### src/rtl/rpwm_pkg.sv
package rpwm_pkg;

    // Register file layout
    localparam int CFG_W       = 20;
    localparam int CFG_INDEX_W = 3;

    localparam logic [CFG_INDEX_W-1:0] REG_MIN_LOW     = 3'd0;
    localparam logic [CFG_INDEX_W-1:0] REG_SYNC_MIN    = 3'd1;
    localparam logic [CFG_INDEX_W-1:0] REG_LONG_MIN    = 3'd2;
    localparam logic [CFG_INDEX_W-1:0] REG_QUIET       = 3'd3;
    localparam logic [CFG_INDEX_W-1:0] REG_MAX_CAPTURE = 3'd4;

    localparam logic [CFG_W-1:0] MIN_LOW_RST     = 20'd80;
    localparam logic [CFG_W-1:0] SYNC_MIN_RST    = 20'd5000;
    localparam logic [CFG_W-1:0] LONG_MIN_RST    = 20'd600;
    localparam logic [CFG_W-1:0] QUIET_RST       = 20'd20000;
    localparam logic [CFG_W-1:0] MAX_CAPTURE_RST = 20'd500000;

    // Frame format
    localparam int FRAME_SYMBOLS = 40;
    localparam int TALLY_W       = 6;
    localparam int FP_COUNT      = 9;
    localparam int CODE_W        = 4;

    localparam logic [TALLY_W-1:0] FRAME_TALLY = TALLY_W'(FRAME_SYMBOLS);

    // Fingerprints: long symbol = 1, first symbol in the MSB
    localparam logic [23:0] FP_PREFIX = 24'b100110000001001001000100;

    localparam logic [FRAME_SYMBOLS-1:0] FP_ROM [FP_COUNT] = '{
        {FP_PREFIX, 16'b1010101001010101},  // power
        {FP_PREFIX, 16'b1101000000101111},  // forward
        {FP_PREFIX, 16'b1110110000010011},  // mist
        {FP_PREFIX, 16'b1101100000100111},  // breeze
        {FP_PREFIX, 16'b1010011001011001},  // oscillate
        {FP_PREFIX, 16'b1011010101001010},  // fan minus
        {FP_PREFIX, 16'b1001011101101000},  // fan plus
        {FP_PREFIX, 16'b1110001100011100},  // cw jog
        {FP_PREFIX, 16'b1100101100110100}   // ccw jog
    };

    localparam logic [CODE_W-1:0] CODE_NONE = 4'd0;

    // Event queue between front and back
    localparam int QUEUE_DEPTH = 4;
    localparam int QPTR_W      = 2;
    localparam int QCNT_W      = 3;

    typedef struct packed {
        logic                     frame_valid;  // a complete frame closed by a sync
        logic [FRAME_SYMBOLS-1:0] frame_bits;
        logic                     capture_end;  // capture finished on this sample
        logic                     overflow;     // capture finished on pulse overflow
    } frame_evt_t;

endpackage

### src/rtl/rpwm_front.sv
module rpwm_front #(
    parameter int PULSE_CAPACITY = 128,
    parameter int TIMER_BITS     = 20
) (
    input  logic                                clk,
    input  logic                                rst_n,
    input  logic                                in_valid,
    input  logic                                in_stall,
    input  logic                                rf_level,
    input  logic                                cfg_valid,
    output logic                                cfg_ready,
    input  logic [rpwm_pkg::CFG_INDEX_W-1:0]    cfg_index,
    input  logic [rpwm_pkg::CFG_W-1:0]          cfg_data,
    output logic                                evt_push,
    output rpwm_pkg::frame_evt_t                evt
);
    import rpwm_pkg::*;

    localparam int CNT_W = $clog2(PULSE_CAPACITY + 1);
    localparam int CMP_W = (TIMER_BITS > CFG_W) ? TIMER_BITS : CFG_W;
    localparam logic [TIMER_BITS-1:0] TMAX = {TIMER_BITS{1'b1}};
    localparam logic [CNT_W-1:0] CAP = CNT_W'(PULSE_CAPACITY);

    function automatic logic [TIMER_BITS-1:0] sat_inc(input logic [TIMER_BITS-1:0] v);
        return (v == TMAX) ? v : v + TIMER_BITS'(1);
    endfunction

    // Configuration registers
    logic [CFG_W-1:0] min_low_reg, sync_min_reg, long_min_reg, quiet_reg, max_cap_reg;

    // Line and capture state
    logic                     prior_reg, prior_next;
    logic                     low_open_reg, low_open_next;
    logic [TIMER_BITS-1:0]    low_len_reg, low_len_next;
    logic                     capt_reg, capt_next;
    logic [CNT_W-1:0]         pulses_reg, pulses_next;
    logic                     exceeded_reg, exceeded_next;
    logic [TIMER_BITS-1:0]    since_first_reg, since_first_next;
    logic [TIMER_BITS-1:0]    since_last_reg, since_last_next;
    logic                     sync_seen_reg, sync_seen_next;
    logic [FRAME_SYMBOLS-1:0] bits_reg, bits_next;
    logic [TALLY_W-1:0]       tally_reg, tally_next;
    logic                     too_long_reg, too_long_next;

    logic in_fire;
    logic frame_ev, cap_end;

    assign in_fire   = in_valid && !in_stall;
    assign cfg_ready = 1'b1;

    // Configuration writes
    always_ff @(posedge clk or negedge rst_n)
    begin
        if (!rst_n)
        begin
            min_low_reg  <= MIN_LOW_RST;
            sync_min_reg <= SYNC_MIN_RST;
            long_min_reg <= LONG_MIN_RST;
            quiet_reg    <= QUIET_RST;
            max_cap_reg  <= MAX_CAPTURE_RST;
        end
        else if (cfg_valid && cfg_ready)
        begin
            unique case (cfg_index)
                REG_MIN_LOW:     min_low_reg  <= cfg_data;
                REG_SYNC_MIN:    sync_min_reg <= cfg_data;
                REG_LONG_MIN:    long_min_reg <= cfg_data;
                REG_QUIET:       quiet_reg    <= cfg_data;
                REG_MAX_CAPTURE: max_cap_reg  <= cfg_data;
                default: ;
            endcase
        end
    end

    // Per-sample update: timers, edge handling, framing, end test
    always_comb
    begin
        logic                  fall, rise, pulse_ok, is_sync, is_long;
        logic [TIMER_BITS-1:0] width;

        prior_next       = rf_level;
        low_open_next    = low_open_reg;
        low_len_next     = low_open_reg ? sat_inc(low_len_reg) : low_len_reg;
        capt_next        = capt_reg;
        pulses_next      = pulses_reg;
        exceeded_next    = exceeded_reg;
        since_first_next = capt_reg ? sat_inc(since_first_reg) : since_first_reg;
        since_last_next  = capt_reg ? sat_inc(since_last_reg) : since_last_reg;
        sync_seen_next   = sync_seen_reg;
        bits_next        = bits_reg;
        tally_next       = tally_reg;
        too_long_next    = too_long_reg;
        frame_ev         = 1'b0;
        pulse_ok         = 1'b0;

        fall  = !rf_level && prior_reg;
        rise  = rf_level && !prior_reg && low_open_reg;
        width = low_len_next;

        if (fall)
        begin
            low_open_next = 1'b1;
            low_len_next  = '0;
        end
        else if (rise)
        begin
            low_open_next = 1'b0;
            pulse_ok      = CMP_W'(width) >= CMP_W'(min_low_reg);
        end

        is_sync = CMP_W'(width) >= CMP_W'(sync_min_reg);
        is_long = CMP_W'(width) >= CMP_W'(long_min_reg);

        if (pulse_ok)
        begin
            if (!capt_reg)
            begin
                capt_next        = 1'b1;
                since_first_next = width;
            end
            since_last_next = '0;
            if (pulses_reg >= CAP)
            begin
                exceeded_next = 1'b1;
            end
            else
            begin
                pulses_next = pulses_reg + CNT_W'(1);
                if (is_sync)
                begin
                    frame_ev       = sync_seen_reg && !too_long_reg && (tally_reg == FRAME_TALLY);
                    sync_seen_next = 1'b1;
                    bits_next      = '0;
                    tally_next     = '0;
                    too_long_next  = 1'b0;
                end
                else if (sync_seen_reg)
                begin
                    if (tally_reg >= FRAME_TALLY)
                    begin
                        too_long_next = 1'b1;
                    end
                    else
                    begin
                        bits_next  = {bits_reg[FRAME_SYMBOLS-2:0], is_long};
                        tally_next = tally_reg + TALLY_W'(1);
                    end
                end
            end
        end

        cap_end = capt_next && (exceeded_next
                  || CMP_W'(since_last_next) >= CMP_W'(quiet_reg)
                  || CMP_W'(since_first_next) >= CMP_W'(max_cap_reg));

        evt.frame_valid = frame_ev;
        evt.frame_bits  = bits_reg;
        evt.capture_end = cap_end;
        evt.overflow    = exceeded_next;

        // End of capture drops all capture state, including an open low pulse
        if (cap_end)
        begin
            capt_next        = 1'b0;
            pulses_next      = '0;
            exceeded_next    = 1'b0;
            since_first_next = '0;
            since_last_next  = '0;
            sync_seen_next   = 1'b0;
            bits_next        = '0;
            tally_next       = '0;
            too_long_next    = 1'b0;
            low_open_next    = 1'b0;
            low_len_next     = '0;
        end
    end

    assign evt_push = in_fire && (frame_ev || cap_end);

    always_ff @(posedge clk or negedge rst_n)
    begin
        if (!rst_n)
        begin
            prior_reg       <= 1'b1;
            low_open_reg    <= 1'b0;
            low_len_reg     <= '0;
            capt_reg        <= 1'b0;
            pulses_reg      <= '0;
            exceeded_reg    <= 1'b0;
            since_first_reg <= '0;
            since_last_reg  <= '0;
            sync_seen_reg   <= 1'b0;
            bits_reg        <= '0;
            tally_reg       <= '0;
            too_long_reg    <= 1'b0;
        end
        else if (in_fire)
        begin
            prior_reg       <= prior_next;
            low_open_reg    <= low_open_next;
            low_len_reg     <= low_len_next;
            capt_reg        <= capt_next;
            pulses_reg      <= pulses_next;
            exceeded_reg    <= exceeded_next;
            since_first_reg <= since_first_next;
            since_last_reg  <= since_last_next;
            sync_seen_reg   <= sync_seen_next;
            bits_reg        <= bits_next;
            tally_reg       <= tally_next;
            too_long_reg    <= too_long_next;
        end
    end

    // Idle capture holds no pulses and no overflow
    a_idle_clean: assert property (@(posedge clk) disable iff (!rst_n)
        !capt_reg |-> (pulses_reg == '0 && !exceeded_reg))
        else $error("pulse state left over outside a capture");

    // Overflow can only be flagged with the pulse store full
    a_ovf_full: assert property (@(posedge clk) disable iff (!rst_n)
        exceeded_reg |-> (pulses_reg == CAP))
        else $error("overflow flagged below capacity");

endmodule

### src/rtl/rpwm_queue.sv
module rpwm_queue (
    input  logic                 clk,
    input  logic                 rst_n,
    input  logic                 push,
    input  rpwm_pkg::frame_evt_t push_data,
    output logic                 full,
    input  logic                 pop,
    output logic                 head_valid,
    output rpwm_pkg::frame_evt_t head_data
);
    import rpwm_pkg::*;

    frame_evt_t        slots_reg [QUEUE_DEPTH];
    logic [QPTR_W-1:0] wr_ptr_reg, rd_ptr_reg;
    logic [QCNT_W-1:0] count_reg, count_next;

    assign full       = (count_reg == QCNT_W'(QUEUE_DEPTH));
    assign head_valid = (count_reg != '0);
    assign head_data  = slots_reg[rd_ptr_reg];

    // Entry storage
    always_ff @(posedge clk)
    begin
        if (push)
        begin
            slots_reg[wr_ptr_reg] <= push_data;
        end
    end

    always_comb
    begin
        count_next = count_reg;
        case ({push, pop})
            2'b10:   count_next = count_reg + QCNT_W'(1);
            2'b01:   count_next = count_reg - QCNT_W'(1);
            default: count_next = count_reg;
        endcase
    end

    always_ff @(posedge clk or negedge rst_n)
    begin
        if (!rst_n)
        begin
            wr_ptr_reg <= '0;
            rd_ptr_reg <= '0;
            count_reg  <= '0;
        end
        else
        begin
            if (push)
            begin
                wr_ptr_reg <= wr_ptr_reg + QPTR_W'(1);
            end
            if (pop)
            begin
                rd_ptr_reg <= rd_ptr_reg + QPTR_W'(1);
            end
            count_reg <= count_next;
        end
    end

    a_no_push_full: assert property (@(posedge clk) disable iff (!rst_n)
        push |-> !full)
        else $error("event queue written while full");

    a_no_pop_empty: assert property (@(posedge clk) disable iff (!rst_n)
        pop |-> head_valid)
        else $error("event queue read while empty");

endmodule

### src/rtl/rpwm_back.sv
module rpwm_back (
    input  logic                         clk,
    input  logic                         rst_n,
    input  logic                         head_valid,
    input  rpwm_pkg::frame_evt_t         head_data,
    output logic                         pop,
    output logic                         out_valid,
    input  logic                         out_stall,
    output logic [rpwm_pkg::CODE_W-1:0]  remote_code,
    output logic                         overflowed
);
    import rpwm_pkg::*;

    logic [CODE_W-1:0] match_reg, match_next;
    logic [CODE_W-1:0] hit;
    logic              out_valid_reg;
    logic [CODE_W-1:0] code_reg;
    logic              ovf_reg;

    // Accept the next event whenever the output slot is free or draining
    assign pop = head_valid && (!out_valid_reg || !out_stall);

    // Fingerprint compare, lowest entry wins
    always_comb
    begin
        hit = CODE_NONE;
        for (int e = FP_COUNT - 1; e >= 0; e--)
        begin
            if (head_data.frame_bits == FP_ROM[e])
            begin
                hit = CODE_W'(e + 1);
            end
        end
    end

    always_comb
    begin
        match_next = match_reg;
        if (head_data.frame_valid && match_reg == CODE_NONE)
        begin
            match_next = hit;
        end
    end

    always_ff @(posedge clk or negedge rst_n)
    begin
        if (!rst_n)
        begin
            match_reg     <= CODE_NONE;
            out_valid_reg <= 1'b0;
            code_reg      <= CODE_NONE;
            ovf_reg       <= 1'b0;
        end
        else
        begin
            if (pop && head_data.capture_end)
            begin
                // New result replaces a drained or empty output slot
                match_reg     <= CODE_NONE;
                out_valid_reg <= 1'b1;
                code_reg      <= head_data.overflow ? CODE_NONE : match_next;
                ovf_reg       <= head_data.overflow;
            end
            else
            begin
                if (out_valid_reg && !out_stall)
                begin
                    out_valid_reg <= 1'b0;
                end
                if (pop)
                begin
                    match_reg <= match_next;
                end
            end
        end
    end

    assign out_valid   = out_valid_reg;
    assign remote_code = code_reg;
    assign overflowed  = ovf_reg;

    a_ovf_no_code: assert property (@(posedge clk) disable iff (!rst_n)
        (out_valid_reg && ovf_reg) |-> (code_reg == CODE_NONE))
        else $error("overflow result carries a command");

    a_code_range: assert property (@(posedge clk) disable iff (!rst_n)
        match_reg <= CODE_W'(FP_COUNT))
        else $error("match code beyond fingerprint table");

endmodule

### src/rtl/rf_pulse_width_code_matcher_top.sv
// RF pulse-width code matcher. Takes one receiver line sample per clock
// (one item per cycle while in_stall is low), times low pulses, frames
// 40-symbol words between sync pulses, matches them against nine
// fingerprints and delivers one result (command code 0..9, overflow flag)
// per finished capture. The sample input stalls only when the four-entry
// event queue between the pulse front end and the matcher is full, which
// takes a stalled result output. The result of the sample that ends the
// capture is registered in the event queue and then in the output
// register. Configuration is five 20-bit registers, written by index with
// cfg_ready always high.
module rf_pulse_width_code_matcher_top #(
    parameter int PULSE_CAPACITY = 128,
    parameter int TIMER_BITS     = 20
) (
    input  logic                                clk,
    input  logic                                rst_n,
    input  logic                                in_valid,
    output logic                                in_stall,
    input  logic                                rf_level,
    output logic                                out_valid,
    input  logic                                out_stall,
    output logic [rpwm_pkg::CODE_W-1:0]         remote_code,
    output logic                                overflowed,
    input  logic                                cfg_valid,
    output logic                                cfg_ready,
    input  logic [rpwm_pkg::CFG_INDEX_W-1:0]    cfg_index,
    input  logic [rpwm_pkg::CFG_W-1:0]          cfg_data
);
    import rpwm_pkg::*;

    logic       evt_push, q_full, q_pop, q_valid;
    frame_evt_t evt, q_head;

    assign in_stall = q_full;

    rpwm_front #(
        .PULSE_CAPACITY (PULSE_CAPACITY),
        .TIMER_BITS     (TIMER_BITS)
    ) u_front (
        .clk       (clk),
        .rst_n     (rst_n),
        .in_valid  (in_valid),
        .in_stall  (q_full),
        .rf_level  (rf_level),
        .cfg_valid (cfg_valid),
        .cfg_ready (cfg_ready),
        .cfg_index (cfg_index),
        .cfg_data  (cfg_data),
        .evt_push  (evt_push),
        .evt       (evt)
    );

    rpwm_queue u_queue (
        .clk        (clk),
        .rst_n      (rst_n),
        .push       (evt_push),
        .push_data  (evt),
        .full       (q_full),
        .pop        (q_pop),
        .head_valid (q_valid),
        .head_data  (q_head)
    );

    rpwm_back u_back (
        .clk         (clk),
        .rst_n       (rst_n),
        .head_valid  (q_valid),
        .head_data   (q_head),
        .pop         (q_pop),
        .out_valid   (out_valid),
        .out_stall   (out_stall),
        .remote_code (remote_code),
        .overflowed  (overflowed)
    );

endmodule

### config.mk
export PLATFORM = sky130hd
export DESIGN_NAME = rf_pulse_width_code_matcher_top
export DESIGN_NICKNAME = d
export VERILOG_FILES = /design/src/rtl/rpwm_pkg.sv /design/src/rtl/rpwm_front.sv /design/src/rtl/rpwm_queue.sv /design/src/rtl/rpwm_back.sv /design/src/rtl/rf_pulse_width_code_matcher_top.sv
export SDC_FILE = /design/constraint.sdc
export NUM_CORES = 1
export LEC_CHECK = 0
export BUFFER_PORTS_ARGS = -buffer_cell sky130_fd_sc_hd__buf_4
export CORE_ASPECT_RATIO = 2
export CORE_UTILIZATION = 43
export DETAILED_ROUTE_END_ITERATION = 10
export PLACE_DENSITY_LB_ADDON = 0.15
export SLEW_MARGIN = 0
export SYNTH_ARGS = -nofsm -noshare
export SYNTH_HDL_FRONTEND = slang
export SYNTH_HIERARCHICAL = 1
export SYNTH_SLANG_ARGS = --single-unit
### constraint.sdc
create_clock -name clk -period 7.53 [get_ports clk]
set_clock_uncertainty 0.1 [all_clocks]
set_input_delay 1.8825 -clock clk [delete_from_list [all_inputs] [get_ports clk]]
set_output_delay 1.8825 -clock clk [all_outputs]
set_load 0.02 [all_outputs]
==> metrics.txt <==
Worst Setup End Kind flop; hold_ws 0.385 ns; routability congestion estimate 0.890; reg-to-reg slack, setup 0.37 ns; CP top delay family compound AO/OA/AOI/OAI gates; Die Wd 156 um; row cnt 112; DRT iter0 DRCs 565; die area 48200 um2; crit path buf inv count 6; I/O pin count 37; number of buffers created by CTS 38; most common cell after layout, fill and taps aside dfrtp_1; n_diodes 0; Lkg Pwr 9.74 nW; Layout area overhead 11.5%; Post-synth EDFFs 172; total power 6.67 mW; max FFs per register 172; critical path launch point type flop; Max-Cap Viols 0; final period utilization 0.950; critical path endpoint u_queue/count_reg[1]; DRC 0; mux share of post-synthesis cell area 0.0750; worst rel slew slack 0.368; #FFs+latches synth 409; Critical Path Source u_front/low_len_reg[5]; Syn Area/Cell 12.1 um2; fin crit period 7.16 ns; clock tree buffer depth 3; WP depth 29; register area 11100 um2; most used cells in the layout excluding fill and tap cells 211 x dfrtp_1, 188 x nand2_1, 172 x edfxtp_1; Layout Nets 1879; multi-input logic area 8320 um2; drt pass-1 iters 5; final hold violations 0; crit path DAT 7.47 ns; largest net degree at the start of global routing 127; post-synth top area cell dfrtp_1; Post-Synth Simple-Gate Area 0.118; max incr delay on CP 0.54 ns; maximum VDD drop 0.211 mV; Post-CTS Setup Inserts 0; Synth area leaders dfrtp_1 26%, edfxtp_1 25%, ha_1 6.9%, mux4_2 4.2%, nand2_1 3.5%; wire per inst 20.9 um; IO buf count 35; Antenna Nets Post-Route 0; core area 46700 um2; share of cells above drive strength 1 0.165; Detailed Route WL 50100 um; pwr dens 294 nW/um2; synth unique cells 96; root buf cell clkbuf_16; Adder-Cell Fraction of Synth Area 0.0699; Skew-Pair Late Insertion Delay 0.54 ns; Hold WC Path Type reg2reg; Req. time, crit path 7.85 ns; first-pass GRT wire length 79100 um; clk sinks 409; CTS tree built; largest family of logic cells by synthesized area simple AND/OR/NAND/NOR gates; worst r2r path cells 29; vias in the first global route 14090; Max Clk Rate 140 MHz; Final Core Density 0.486; Worst Hold Depth 2; Die Height 310 um; slowest CP cell a2111oi_2; yosys warns 6; clock slew at reported path FFs 0.06 ns; via/cell ratio 5.53; Worst Path Max Fanout 18; top cell type's share of synthesized area 0.262; outcome complete, no violations; initial antenna violation count 0; initial core utilization 0.436; final global-route overflow total 0; sequential-to-total area share from yosys stat 0.547; Mapped Cells 1685; Post-Syn Area 20300 um2; Synth Area in Compound Gates 0.118; XOR/XNOR share of the synthesized area 0.0233; vias post-DR 13236; Final Max Slew Viols 0; Async SR Flop Fraction 0.579; GRT Overall Usage 0.218; H-tree depth 2; Worst-Margin Slew 0.948 ns; Hold-fix buffers, CTS 0; unrepaired setup endpoints after global routing false; post-DP HPWL 36000 um; Primary FF master, synth dfrtp_1; post-synthesis net count 1827; Layout fillers 4198; # setup viols final 0; Post-CTS Resized 0; crit path kind reg2reg; worst r2r src u_front/low_len_reg[5]; Worst R2R End u_queue/count_reg[1]; Setup TNS 0 ns
final cells by class:
class                   count  area share
flip-flops and latches    409       0.491
multi-input cells        1072       0.367
clock buffers              60      0.0510
well taps                 627      0.0346
repair buffers             81      0.0301
inverters                 135      0.0224
clock inverters             9     0.00370
worst reg2reg max path, delay by kind of cell (launching register included):
| family | cells | cell delay, ns |
|---|---|---|
| AO/OA/AOI/OAI | 9 | 2.14 |
| AND/OR/NAND/NOR | 8 | 1.84 |
| adder cells (fa/ha/maj) | 4 | 1.20 |
| buffers and inverters | 6 | 0.75 |
| flip-flops | 1 | 0.44 |
| XOR/XNOR | 1 | 0.32 |
| multiplexers | 1 | 0.26 |
metrics by stage:
| stage | instances | instance area [um2] | setup WS [ns] |
|---|---|---|---|
| floorplan | 1685 | 20300 | 0.187 |
| global placement | 2324 | 21400 | 0.188 |
| detailed placement | 2324 | 21400 | 0.181 |
| CTS | 2393 | 22600 | 0.100 |
| global route | 2393 | 22700 | 0.00555 |
| finish | 2393 | 22700 | 0.374 |
power by group:
group | total (mW) | switching, mW | internal [mW] | leakage (nW)
logic | 1.90 | 1.08 | 0.823 | 4.32
registers | 2.84 | 0.251 | 2.59 | 4.82
clock network | 1.93 | 0.830 | 1.09 | 0.607
layer usage:
metal  global-route usage  part of all wire
met1                0.219              0.36
met5                    0                 0
met3               0.0211             0.022
met2                0.434              0.57
met4                0.110             0.051
cells by family (layout without fill, tap and decap cells):
kind of cell,count (synthesis),after routing
simple gates,466,466
flops,409,409
compound gates,345,345
buf+inv,204,285
fa+ha+maj,113,113
mux,93,93
xor+xnor,54,54
other cells,1,1
worst min path at each step:
stage	start	endpoint
global route	u_back/remote_code[3]	u_back/remote_code[3]
floorplan	u_queue/count_reg[2]	u_queue/count_reg[2]
CTS	u_back/overflowed	u_back/overflowed
finish	u_back/overflowed	u_back/overflowed
detailed placement	u_back/overflowed	u_back/overflowed
global placement	u_back/overflowed	u_back/overflowed
synthesized netlist by cell type (all sizes together) (5+ instances only):
cell      n
and2     24
nor4      6
a31oi    10
nor2     64
a21o     18
nor4bb   10
clkbuf   37
o21a      5
a21oi    45
a41oi     5
ha      112
and4bb    7
and4     13
edfxtp  172
nor4b     7
mux2i    20
o21ai   130
mux4     43
nor2b    10
xor2     31
inv     135
dfstp    24
buf      32
mux2     30
o31ai    10
a211oi   10
a31o     14
nand4    22
a22o     57
nor3     24
xnor2    23
and3     17
nand3    43
nand2   188
nand2b   10
dfrtp   213
No activity file was read; power rests on OpenSTA's default activity.
